## src/mrpw_pkg.sv

```systemverilog
`timescale 1ns / 1ps

package mrpw_pkg;

    // Default grid size.
    localparam int DEF_COLS = 16;
    localparam int DEF_ROWS = 16;

    // Result queue depth: covers the read stage plus one result waiting at the output.
    localparam int OUT_FIFO_DEPTH = 3;

    // Stream data widths, rounded up to whole bytes.
    localparam int IN_TDATA_W  = 16;
    localparam int OUT_TDATA_W = 24;

    // Command codes.
    typedef enum logic [1:0] {
        OP_SENSE   = 2'd0,
        OP_FORWARD = 2'd1,
        OP_RIGHT   = 2'd2,
        OP_LEFT    = 2'd3
    } t_op;

    // Robot heading.
    typedef enum logic [1:0] {
        DIR_NORTH = 2'd0,
        DIR_EAST  = 2'd1,
        DIR_SOUTH = 2'd2,
        DIR_WEST  = 2'd3
    } t_dir;

    // Map initialisation sweep, then normal running.
    typedef enum logic {
        MODE_CLEAR = 1'b0,
        MODE_RUN   = 1'b1
    } t_mode;

    // One result, last field in the lowest bits.
    typedef struct packed {
        logic       probe_explored;
        logic       probe_west;
        logic       probe_south;
        logic       probe_east;
        logic       probe_north;
        logic       at_start;
        logic       at_centre;
        logic [1:0] heading;
        logic [3:0] cur_y;
        logic [3:0] cur_x;
    } t_result;

    localparam int RESULT_W = $bits(t_result);

endpackage

```

## src/mrpw_bit_mem.sv

```systemverilog
`timescale 1ns / 1ps

module mrpw_bit_mem #(
    parameter int AW = 8
) (
    input  logic          i_clk,
    input  logic          i_we,
    input  logic [AW-1:0] i_waddr,
    input  logic          i_wdata,
    input  logic [AW-1:0] i_raddr,
    output logic          o_rdata
);

    localparam int DEPTH = 1 << AW;

    logic r_mem [DEPTH];
    logic r_rdata;

    // Single-bit RAM, one write and one read port, write-first on an address match.
    always_ff @(posedge i_clk) begin
        if (i_we) begin
            r_mem[i_waddr] <= i_wdata;
        end
        r_rdata <= (i_we && (i_waddr == i_raddr)) ? i_wdata : r_mem[i_raddr];
    end

    assign o_rdata = r_rdata;

endmodule

```

## src/mrpw_out_fifo.sv

```systemverilog
`timescale 1ns / 1ps

module mrpw_out_fifo import mrpw_pkg::*; #(
    parameter int DEPTH = OUT_FIFO_DEPTH,
    localparam int CNTW = $clog2(DEPTH + 1)
) (
    input  logic            i_clk,
    input  logic            i_rst_n,
    input  logic            i_push,
    input  t_result         i_data,
    output logic [CNTW-1:0] o_count,
    output logic            o_valid,
    input  logic            i_ready,
    output t_result         o_data
);

    localparam int PTRW = $clog2(DEPTH);

    t_result          r_mem [DEPTH];
    logic [PTRW-1:0]  r_wptr;
    logic [PTRW-1:0]  r_rptr;
    logic [CNTW-1:0]  r_count;
    logic [PTRW-1:0]  n_wptr;
    logic [PTRW-1:0]  n_rptr;
    logic [CNTW-1:0]  n_count;
    logic             pop;

    assign pop = o_valid && i_ready;

    // Pointer and fill count update.
    always_comb begin
        n_wptr  = r_wptr;
        n_rptr  = r_rptr;
        n_count = r_count;
        if (i_push) begin
            n_wptr = (r_wptr == PTRW'(DEPTH - 1)) ? '0 : r_wptr + 1'b1;
        end
        if (pop) begin
            n_rptr = (r_rptr == PTRW'(DEPTH - 1)) ? '0 : r_rptr + 1'b1;
        end
        if (i_push && !pop) begin
            n_count = r_count + 1'b1;
        end else if (!i_push && pop) begin
            n_count = r_count - 1'b1;
        end
    end

    always_ff @(posedge i_clk) begin
        if (!i_rst_n) begin
            r_wptr  <= '0;
            r_rptr  <= '0;
            r_count <= '0;
        end else begin
            r_wptr  <= n_wptr;
            r_rptr  <= n_rptr;
            r_count <= n_count;
        end
    end

    // Result storage.
    always_ff @(posedge i_clk) begin
        if (i_push) begin
            r_mem[r_wptr] <= i_data;
        end
    end

    assign o_count = r_count;
    assign o_valid = (r_count != '0);
    assign o_data  = r_mem[r_rptr];

    // A result must never arrive at a full queue.
    a_no_overflow: assert property (@(posedge i_clk) disable iff (!i_rst_n)
        i_push |-> (r_count < CNTW'(DEPTH)))
        else $error("result queue overflow");

    // A pop without a push frees exactly one entry.
    a_pop_count: assert property (@(posedge i_clk) disable iff (!i_rst_n)
        (pop && !i_push) |=> (r_count == $past(r_count) - 1'b1))
        else $error("result queue count wrong after pop");

endmodule

```

## src/maze_robot_pose_and_wall_map.sv

```systemverilog
`timescale 1ns / 1ps

// A result passes through the read stage and the result queue before it is offered.
// Throughput: one command per cycle while the queue has room and no sweep runs; the five wall
// and explored bit memories each take one read per command and one write per sense command,
// walls stored once per shared edge. Reset: synchronous, active low; pose returns to column 0,
// row 0, facing north, then all 2**SW map addresses (256 for 16x16) are set up, no input taken.
module maze_robot_pose_and_wall_map import mrpw_pkg::*; #(
    parameter int COLS = DEF_COLS,
    parameter int ROWS = DEF_ROWS
) (
    input  logic                   i_clk,
    input  logic                   i_rst_n,
    input  logic                   i_s_axis_tvalid,
    output logic                   o_s_axis_tready,
    // opcode[1:0], seen_north[2], seen_east[3], seen_south[4], seen_west[5],
    // probe_x[9:6], probe_y[13:10], zero [15:14]
    input  logic [IN_TDATA_W-1:0]  i_s_axis_tdata,
    output logic                   o_m_axis_tvalid,
    input  logic                   i_m_axis_tready,
    // cur_x[3:0], cur_y[7:4], heading[9:8], at_centre[10], at_start[11], probe_north[12],
    // probe_east[13], probe_south[14], probe_west[15], probe_explored[16], zero [23:17]
    output logic [OUT_TDATA_W-1:0] o_m_axis_tdata
);

    // Cell coordinates and edge coordinates (edges run one past the last cell).
    localparam int PCW = $clog2(COLS);
    localparam int PRW = $clog2(ROWS);
    localparam int CW  = $clog2(COLS + 1);
    localparam int RW  = $clog2(ROWS + 1);
    // Horizontal walls split by row parity, vertical walls by column parity.
    localparam int HAW = RW - 1 + PCW;
    localparam int VAW = CW - 1 + PRW;
    localparam int XAW = PRW + PCW;
    localparam int SW  = (HAW > VAW) ? ((HAW > XAW) ? HAW : XAW) : ((VAW > XAW) ? VAW : XAW);
    localparam int QCW = $clog2(OUT_FIFO_DEPTH + 1);

    localparam logic [PRW-1:0] ROW_LAST = PRW'(ROWS - 1);
    localparam logic [PCW-1:0] COL_LAST = PCW'(COLS - 1);
    localparam logic [RW-1:0]  ROW_TOP  = RW'(ROWS);
    localparam logic [CW-1:0]  COL_END  = CW'(COLS);
    localparam logic [CW-1:0]  COL_ONE  = CW'(1);
    localparam logic [PCW-1:0] CEN_C0   = PCW'((COLS - 1) / 2);
    localparam logic [PCW-1:0] CEN_C1   = PCW'(COLS / 2);
    localparam logic [PRW-1:0] CEN_R0   = PRW'((ROWS - 1) / 2);
    localparam logic [PRW-1:0] CEN_R1   = PRW'(ROWS / 2);

    // Control and pose.
    t_mode            r_mode;
    t_mode            n_mode;
    logic [SW-1:0]    r_sweep;
    logic [SW-1:0]    n_sweep;
    logic [PCW-1:0]   r_col;
    logic [PCW-1:0]   n_col;
    logic [PRW-1:0]   r_row;
    logic [PRW-1:0]   n_row;
    t_dir             r_head;
    t_dir             n_head;

    // Read stage.
    logic             r_b_valid;
    logic             r_b_in_range;
    logic             r_b_px0;
    logic             r_b_py0;

    // Decoded request.
    t_op              in_op;
    logic             in_n;
    logic             in_e;
    logic             in_s;
    logic             in_w;
    logic [3:0]       in_px;
    logic [3:0]       in_py;
    logic             accept;
    logic             clearing;
    logic             sense_wr;

    // Command write targets.
    logic [RW-1:0]    row_s;
    logic [RW-1:0]    row_n;
    logic [RW-1:0]    he_row;
    logic [RW-1:0]    ho_row;
    logic             he_dat;
    logic             ho_dat;
    logic [CW-1:0]    col_w;
    logic [CW-1:0]    col_e;
    logic [CW-1:0]    ve_col;
    logic [CW-1:0]    vo_col;
    logic             ve_dat;
    logic             vo_dat;

    // Initialisation values.
    logic [HAW-1:0]   clr_h_addr;
    logic [VAW-1:0]   clr_v_addr;
    logic [XAW-1:0]   clr_x_addr;
    logic [RW-1:0]    clr_he_row;
    logic [RW-1:0]    clr_ho_row;
    logic [CW-1:0]    clr_ve_col;
    logic [CW-1:0]    clr_vo_col;

    // Probe read targets.
    logic [PCW-1:0]   p_col;
    logic [PRW-1:0]   p_row;
    logic [RW-1:0]    p_rs;
    logic [RW-1:0]    p_rn;
    logic [RW-1:0]    p_he_row;
    logic [RW-1:0]    p_ho_row;
    logic [CW-1:0]    p_cw;
    logic [CW-1:0]    p_ce;
    logic [CW-1:0]    p_ve_col;
    logic [CW-1:0]    p_vo_col;
    logic             p_in_range;

    // Memory ports.
    logic             he_we;
    logic             ho_we;
    logic             ve_we;
    logic             vo_we;
    logic             x_we;
    logic [HAW-1:0]   he_waddr;
    logic [HAW-1:0]   ho_waddr;
    logic [VAW-1:0]   ve_waddr;
    logic [VAW-1:0]   vo_waddr;
    logic [XAW-1:0]   x_waddr;
    logic             he_wdata;
    logic             ho_wdata;
    logic             ve_wdata;
    logic             vo_wdata;
    logic             x_wdata;
    logic [HAW-1:0]   he_raddr;
    logic [HAW-1:0]   ho_raddr;
    logic [VAW-1:0]   ve_raddr;
    logic [VAW-1:0]   vo_raddr;
    logic [XAW-1:0]   x_raddr;
    logic             he_rdata;
    logic             ho_rdata;
    logic             ve_rdata;
    logic             vo_rdata;
    logic             x_rdata;

    // Result path.
    t_result          b_result;
    t_result          q_result;
    logic [QCW-1:0]   q_count;

    // Request decode.
    assign in_op  = t_op'(i_s_axis_tdata[1:0]);
    assign in_n   = i_s_axis_tdata[2];
    assign in_e   = i_s_axis_tdata[3];
    assign in_s   = i_s_axis_tdata[4];
    assign in_w   = i_s_axis_tdata[5];
    assign in_px  = i_s_axis_tdata[9:6];
    assign in_py  = i_s_axis_tdata[13:10];

    assign clearing = (r_mode == MODE_CLEAR);
    assign o_s_axis_tready = !clearing &&
        ((QCW + 1)'(q_count) + (QCW + 1)'(r_b_valid) < (QCW + 1)'(OUT_FIFO_DEPTH));
    assign accept   = i_s_axis_tvalid && o_s_axis_tready;
    assign sense_wr = accept && (in_op == OP_SENSE);

    // Initialisation sweep sequencing.
    always_comb begin
        n_mode  = r_mode;
        n_sweep = r_sweep;
        unique case (r_mode)
            MODE_CLEAR: begin
                n_sweep = r_sweep + 1'b1;
                if (r_sweep == '1) begin
                    n_mode = MODE_RUN;
                end
            end
            MODE_RUN: begin
                n_sweep = r_sweep;
            end
            default: begin
                n_mode = MODE_CLEAR;
            end
        endcase
    end

    // Pose update; forward moves trust the walls seen in the request.
    always_comb begin
        n_col  = r_col;
        n_row  = r_row;
        n_head = r_head;
        if (accept) begin
            unique case (in_op)
                OP_SENSE: begin
                    n_head = r_head;
                end
                OP_FORWARD: begin
                    unique case (r_head)
                        DIR_NORTH: if (!in_n && (r_row != ROW_LAST)) n_row = r_row + 1'b1;
                        DIR_EAST:  if (!in_e && (r_col != COL_LAST)) n_col = r_col + 1'b1;
                        DIR_SOUTH: if (!in_s && (r_row != '0))       n_row = r_row - 1'b1;
                        DIR_WEST:  if (!in_w && (r_col != '0))       n_col = r_col - 1'b1;
                        default:   n_head = r_head;
                    endcase
                end
                OP_RIGHT: n_head = t_dir'(r_head + 2'd1);
                OP_LEFT:  n_head = t_dir'(r_head - 2'd1);
                default:  n_head = r_head;
            endcase
        end
    end

    always_ff @(posedge i_clk) begin
        if (!i_rst_n) begin
            r_mode    <= MODE_CLEAR;
            r_sweep   <= '0;
            r_col     <= '0;
            r_row     <= '0;
            r_head    <= DIR_NORTH;
            r_b_valid <= 1'b0;
        end else begin
            r_mode    <= n_mode;
            r_sweep   <= n_sweep;
            r_col     <= n_col;
            r_row     <= n_row;
            r_head    <= n_head;
            r_b_valid <= accept;
        end
    end

    // Probe details carried alongside the memory read.
    always_ff @(posedge i_clk) begin
        if (accept) begin
            r_b_in_range <= p_in_range;
            r_b_px0      <= p_col[0];
            r_b_py0      <= p_row[0];
        end
    end

    // Sense writes: south edge of this row and the edge above it land in opposite parity
    // banks, as do the west edge and the edge to the east.
    always_comb begin
        row_s  = RW'(r_row);
        row_n  = row_s + 1'b1;
        he_row = r_row[0] ? row_n : row_s;
        he_dat = r_row[0] ? in_n  : in_s;
        ho_row = r_row[0] ? row_s : row_n;
        ho_dat = r_row[0] ? in_s  : in_n;
        col_w  = CW'(r_col);
        col_e  = col_w + 1'b1;
        ve_col = r_col[0] ? col_e : col_w;
        ve_dat = r_col[0] ? in_e  : in_w;
        vo_col = r_col[0] ? col_w : col_e;
        vo_dat = r_col[0] ? in_w  : in_e;
    end

    // Initial map: grid border walls plus the wall east of the start cell.
    always_comb begin
        clr_h_addr = r_sweep[HAW-1:0];
        clr_v_addr = r_sweep[VAW-1:0];
        clr_x_addr = r_sweep[XAW-1:0];
        clr_he_row = {clr_h_addr[HAW-1:PCW], 1'b0};
        clr_ho_row = {clr_h_addr[HAW-1:PCW], 1'b1};
        clr_ve_col = {clr_v_addr[VAW-1:PRW], 1'b0};
        clr_vo_col = {clr_v_addr[VAW-1:PRW], 1'b1};
    end

    // Write port selection.
    always_comb begin
        if (clearing) begin
            he_we    = 1'b1;
            ho_we    = 1'b1;
            ve_we    = 1'b1;
            vo_we    = 1'b1;
            x_we     = 1'b1;
            he_waddr = clr_h_addr;
            ho_waddr = clr_h_addr;
            ve_waddr = clr_v_addr;
            vo_waddr = clr_v_addr;
            x_waddr  = clr_x_addr;
            he_wdata = (clr_he_row == '0) || (clr_he_row == ROW_TOP);
            ho_wdata = (clr_ho_row == ROW_TOP);
            ve_wdata = (clr_ve_col == '0) || (clr_ve_col == COL_END);
            vo_wdata = (clr_vo_col == COL_END) ||
                       ((clr_vo_col == COL_ONE) && (clr_v_addr[PRW-1:0] == '0));
            x_wdata  = 1'b0;
        end else begin
            he_we    = sense_wr;
            ho_we    = sense_wr;
            ve_we    = sense_wr;
            vo_we    = sense_wr;
            x_we     = sense_wr;
            he_waddr = {he_row[RW-1:1], r_col};
            ho_waddr = {ho_row[RW-1:1], r_col};
            ve_waddr = {ve_col[CW-1:1], r_row};
            vo_waddr = {vo_col[CW-1:1], r_row};
            x_waddr  = {r_row, r_col};
            he_wdata = he_dat;
            ho_wdata = ho_dat;
            ve_wdata = ve_dat;
            vo_wdata = vo_dat;
            x_wdata  = 1'b1;
        end
    end

    // Probe reads; the memories return this cycle's write on a matching address.
    always_comb begin
        p_in_range = (int'(in_px) < COLS) && (int'(in_py) < ROWS);
        p_col      = PCW'(in_px);
        p_row      = PRW'(in_py);
        p_rs       = RW'(p_row);
        p_rn       = p_rs + 1'b1;
        p_he_row   = p_row[0] ? p_rn : p_rs;
        p_ho_row   = p_row[0] ? p_rs : p_rn;
        p_cw       = CW'(p_col);
        p_ce       = p_cw + 1'b1;
        p_ve_col   = p_col[0] ? p_ce : p_cw;
        p_vo_col   = p_col[0] ? p_cw : p_ce;
        he_raddr   = {p_he_row[RW-1:1], p_col};
        ho_raddr   = {p_ho_row[RW-1:1], p_col};
        ve_raddr   = {p_ve_col[CW-1:1], p_row};
        vo_raddr   = {p_vo_col[CW-1:1], p_row};
        x_raddr    = {p_row, p_col};
    end

    mrpw_bit_mem #(.AW(HAW)) u_h_even (
        .i_clk  (i_clk),
        .i_we   (he_we),
        .i_waddr(he_waddr),
        .i_wdata(he_wdata),
        .i_raddr(he_raddr),
        .o_rdata(he_rdata)
    );

    mrpw_bit_mem #(.AW(HAW)) u_h_odd (
        .i_clk  (i_clk),
        .i_we   (ho_we),
        .i_waddr(ho_waddr),
        .i_wdata(ho_wdata),
        .i_raddr(ho_raddr),
        .o_rdata(ho_rdata)
    );

    mrpw_bit_mem #(.AW(VAW)) u_v_even (
        .i_clk  (i_clk),
        .i_we   (ve_we),
        .i_waddr(ve_waddr),
        .i_wdata(ve_wdata),
        .i_raddr(ve_raddr),
        .o_rdata(ve_rdata)
    );

    mrpw_bit_mem #(.AW(VAW)) u_v_odd (
        .i_clk  (i_clk),
        .i_we   (vo_we),
        .i_waddr(vo_waddr),
        .i_wdata(vo_wdata),
        .i_raddr(vo_raddr),
        .o_rdata(vo_rdata)
    );

    mrpw_bit_mem #(.AW(XAW)) u_explored (
        .i_clk  (i_clk),
        .i_we   (x_we),
        .i_waddr(x_waddr),
        .i_wdata(x_wdata),
        .i_raddr(x_raddr),
        .o_rdata(x_rdata)
    );

    // Result assembly; the pose registers already hold this command's outcome.
    always_comb begin
        b_result.cur_x          = 4'(r_col);
        b_result.cur_y          = 4'(r_row);
        b_result.heading        = r_head;
        b_result.at_centre      = ((r_col == CEN_C0) || (r_col == CEN_C1)) &&
                                  ((r_row == CEN_R0) || (r_row == CEN_R1));
        b_result.at_start       = (r_col == '0) && (r_row == '0);
        b_result.probe_north    = r_b_in_range && (r_b_py0 ? he_rdata : ho_rdata);
        b_result.probe_south    = r_b_in_range && (r_b_py0 ? ho_rdata : he_rdata);
        b_result.probe_east     = r_b_in_range && (r_b_px0 ? ve_rdata : vo_rdata);
        b_result.probe_west     = r_b_in_range && (r_b_px0 ? vo_rdata : ve_rdata);
        b_result.probe_explored = r_b_in_range && x_rdata;
    end

    mrpw_out_fifo #(.DEPTH(OUT_FIFO_DEPTH)) u_out_fifo (
        .i_clk  (i_clk),
        .i_rst_n(i_rst_n),
        .i_push (r_b_valid),
        .i_data (b_result),
        .o_count(q_count),
        .o_valid(o_m_axis_tvalid),
        .i_ready(i_m_axis_tready),
        .o_data (q_result)
    );

    assign o_m_axis_tdata = {(OUT_TDATA_W - RESULT_W)'(0), q_result};

    // Only a forward command may move the robot.
    a_move_only_forward: assert property (@(posedge i_clk) disable iff (!i_rst_n)
        (accept && (in_op != OP_FORWARD)) |=> ($stable(r_col) && $stable(r_row)))
        else $error("position changed on a non-forward command");

    // Only turns change the heading.
    a_head_only_turn: assert property (@(posedge i_clk) disable iff (!i_rst_n)
        (accept && ((in_op == OP_SENSE) || (in_op == OP_FORWARD))) |=> $stable(r_head))
        else $error("heading changed on a sense or forward command");

    // A forward step moves along one axis at most.
    a_single_axis: assert property (@(posedge i_clk) disable iff (!i_rst_n)
        (accept && (in_op == OP_FORWARD)) |=> ($stable(r_col) || $stable(r_row)))
        else $error("forward step moved along both axes");

    // Nothing is in flight while the map is being initialised.
    a_idle_in_clear: assert property (@(posedge i_clk) disable iff (!i_rst_n)
        clearing |-> (!r_b_valid && (q_count == '0)))
        else $error("request in flight during map initialisation");

endmodule
```

## config.mk

```make
export PLATFORM = sky130hd
export DESIGN_NAME = maze_robot_pose_and_wall_map
export DESIGN_NICKNAME = d
export VERILOG_FILES = /design/src/mrpw_pkg.sv /design/src/mrpw_bit_mem.sv /design/src/mrpw_out_fifo.sv /design/src/maze_robot_pose_and_wall_map.sv
export SDC_FILE = /design/constraint.sdc
export NUM_CORES = 2
export LEC_CHECK = 0
export BUFFER_PORTS_ARGS = -buffer_cell sky130_fd_sc_hd__buf_2
export CORE_MARGIN = 3
export CORE_UTILIZATION = 60
export DETAILED_ROUTE_END_ITERATION = 7
export GPL_TIMING_DRIVEN = 0
export PLACE_DENSITY = 0.73
export SLEW_MARGIN = 20
export SYNTH_ARGS = -nofsm -noshare
export SYNTH_HDL_FRONTEND = slang
export SYNTH_SLANG_ARGS = --single-unit
```

## constraint.sdc

```tcl
create_clock -name i_clk -period 19.39 [get_ports i_clk]
set_clock_uncertainty 0.1 [all_clocks]
set_input_delay 2.9085 -clock i_clk [delete_from_list [all_inputs] [get_ports i_clk]]
set_output_delay 2.9085 -clock i_clk [all_outputs]
set_load 0.01 [all_outputs]
```

==> impl_metrics.env <==
export IMPL_gp_congestion=0.942
export IMPL_area_growth_pct=11.8
export IMPL_overflow=0
export IMPL_cts_max_level=4
export IMPL_fp_dieH_um=323
export IMPL_regArea_sq_um=41100
export IMPL_setup_viol=0
export IMPL_synth_main_ff_cell="edfxtp_1"
export IMPL_yosysSeqAreaShare_pct=68.2
export IMPL_grt_pass1_wl_um=253000
export IMPL_cts_buffers=143
export IMPL_nNetsFinal=4547
export IMPL_grt_setup_unrepaired="no"
export IMPL_fill_cells=6788
export IMPL_highest_layer="met5"
export IMPL_start_util_pct=60.8
export IMPL_clkTransAtPathRegs_ps=60
export IMPL_netlist_area_sq_um=60200
export IMPL_fp_coreArea_sq_um=99000
export IMPL_drive_gt1_share_pct=15.0
export IMPL_hold_ws_ps=432
export IMPL_layout_common_cells="1374 x nor2_1, 1333 x edfxtp_1, 289 x mux4_2, 275 x clkbuf_1, 182 x nand2_1"
export IMPL_placed_cell_area_sq_um=62900
export IMPL_vias=39400
export IMPL_cts_root_buf="clkbuf_16"
export IMPL_ant_nets=0
export IMPL_dp_slack_ps=13290
export IMPL_row_count=115
export IMPL_slowest_delay_ps=640
export IMPL_cts_hold_fix_buffers=0
export IMPL_power_density_nw_per_um2=93.4
export IMPL_layout_commonest_cell="nor2_1"
export IMPL_syn_mean_instance_area_sq_um=14.1
export IMPL_rr_endpoint="u_out_fifo.r_mem[1][14]"
export IMPL_finalHoldViolations=0
export IMPL_cts_num_sinks=1385
export IMPL_wirelength_um=177000
export IMPL_cts_tree="yes"
export IMPL_io_pin_count=46
export IMPL_stdcell_area_sq_um=67300
export IMPL_maxSlewViolCount=0
export IMPL_status="finished, final reports clean"
export IMPL_critPathMaxFanout=10
export IMPL_endpoint_kind="output port"
export IMPL_startpoint_type="flop"
export IMPL_power_mw=6.28
export IMPL_grt_max_degree=86
export IMPL_arrival_ps=2690
export IMPL_min_period_ps=5690
export IMPL_ctsLongestPathBuffers=3
export IMPL_post_cts_setup_buffer_count=0
export IMPL_via_per_inst=6.67
export IMPL_p_leak_nw=20.8
export IMPL_critPathKind="flop to output port"
export IMPL_path_cells="clkbuf_1 -> clkbuf_1 -> mux2i_1 -> o21ai_0 -> buf_2"
export IMPL_relSlewSlack_pct=22.5
export IMPL_fp_dieArea_sq_um=104000
export IMPL_antenna_found_initial=6
export IMPL_portBuffers=36
export IMPL_finalCritPeriodShare_pct=29.4
export IMPL_ys_seq_elements=1385
export IMPL_clk_latency_ps=760
export IMPL_multi_input_comb_area_sq_um=17500
export IMPL_vdd_drop_max_v=0.0000909
export IMPL_die_x_um=323
export IMPL_synth_warnings=0
export IMPL_wl_per_cell_um=29.9
export IMPL_synth_cells=4278
export IMPL_cp_slowest_cell="clkbuf_1"
export IMPL_grt_total_usage_pct=34.1
export IMPL_path_common_cell="clkbuf_1"
export IMPL_yosys_cell_types_count=70
export IMPL_r2r_slack_ps=14380
export IMPL_async_flop_share_pct=0
export IMPL_met3_length_um=24700
export IMPL_met1_length_um=63800
export IMPL_fmax_ghz=0.176
export IMPL_post_route_drc_count=0
export IMPL_cts_resized=0
export IMPL_drt_pass1_iter_count=6
export IMPL_tightestPinTransition_ps=1160
export IMPL_maxCapViolCount=0
export IMPL_endpoint="o_m_axis_tdata[11]"
export IMPL_hold_class="flop to flop"
export IMPL_wl_met2_um=78900
export IMPL_synth_edf_count=1333
export IMPL_dp_hpwl_um=117000
export IMPL_reg2reg_depth=8
export IMPL_grt_pass1_vias=37700
export IMPL_drt_iter0_markers=6628
export IMPL_final_core_util_pct=68.0
export IMPL_timing_final_ws_setup_ps=13700
export IMPL_worstPathRequired_ps=16380
-- how the worst min path moves through the flow --
stage | start | endpoint | cells after the start
detailed placement | r_row[0] | u_out_fifo.r_mem[0][4] | 0
global route | r_row[0] | u_out_fifo.r_mem[1][4] | 0
finish | r_row[0] | u_out_fifo.r_mem[1][4] | 0
CTS | r_row[0] | u_out_fifo.r_mem[1][4] | 0
floorplan | r_row[0] | u_out_fifo.r_mem[0][4] | 0
global placement | u_out_fifo.o_count[1] | u_out_fifo.o_count[1] | 2
-- stage by stage --
stage	cells	TNS (ps)
6_report	5904	0
3_5_place_dp	5643	0
2_1_floorplan	4284	0
5_1_grt	5900	0
3_3_place_gp	5607	-2378740
4_1_cts	5899	0
-- report_power, final --
group	switching [mW]	internal (mW)
combinational	0.258	0.129
sequential	0.00830	3.27
clock	1.15	1.48
total	1.41	4.87
-- per-layer routing --
layer  GRT usage (%)  vias to the layer above
li1                -                    16200
met1            47.4                    19800
met2            50.7                     2902
met3            9.56                      502
met4            15.7                        4
met5               0                        -
-- synthesized netlist by cell type (14+ instances only) --
cell	instances	area [sq um]
buf_2	41	205
inv_1	30	113
nor2_1	1380	5180
a21oi_1	45	225
dfxtp_1	52	1040
edfxtp_1	1333	40000
nand2_1	182	683
a31oi_1	14	87.6
buf_6	15	169
mux2i_1	128	1280
ha_1	23	288
xnor2_1	16	140
o22ai_1	23	144
buf_4	29	218
a211oi_1	16	120
buf_1	29	109
clkbuf_1	246	923
nor2b_1	24	150
nand3_1	59	295
nor3_1	15	75.1
mux4_2	289	6510
a22oi_1	42	315
o21ai_0	49	245
-- critical path: cells and delay by family, from the launching register on --
kind	cells	cell delay [ps]
multiplexers	1	170
AO/OA/AOI/OAI	1	210
buffers and inverters	3	1250
flip-flops	1	310
-- cell families after synthesis --
family / share of synthesized area [%]
buffers and inverters: 2.89
AO/OA/AOI/OAI: 3.20
other: 0.00623
AND/OR/NAND/NOR: 11.5
flip-flops: 68.2
multiplexers: 13.3
adder cells (fa/ha/maj): 0.544
XOR/XNOR: 0.349
-- sequential cells by signal, indices dropped and copies added (netlist names), 2 cells and up, named ones only --
signal / count
u_out_fifo.r_mem: 51
u_h_even.r_mem: 256
u_h_odd.r_mem: 256
u_v_even.r_mem: 256
u_out_fifo.r_rptr: 2
r_head: 2
u_v_odd.r_mem: 256
u_out_fifo.o_count: 2
r_row: 4
u_explored.r_mem: 256
r_col: 4
u_out_fifo.r_wptr: 2
clr_h_addr: 8
-- cell type report --
cell class	instances	area share [%]
tap	1287	2.39
clock buffer	190	5.84
sequential	1385	61.0
inverter	31	0.173
antenna	4	0.0149
clock inverter	66	0.671
buffer	360	2.44
multi-input combinational	2508	26.0
timing repair buffer	73	1.44
Note: power is estimated with default switching activity, not from simulation.
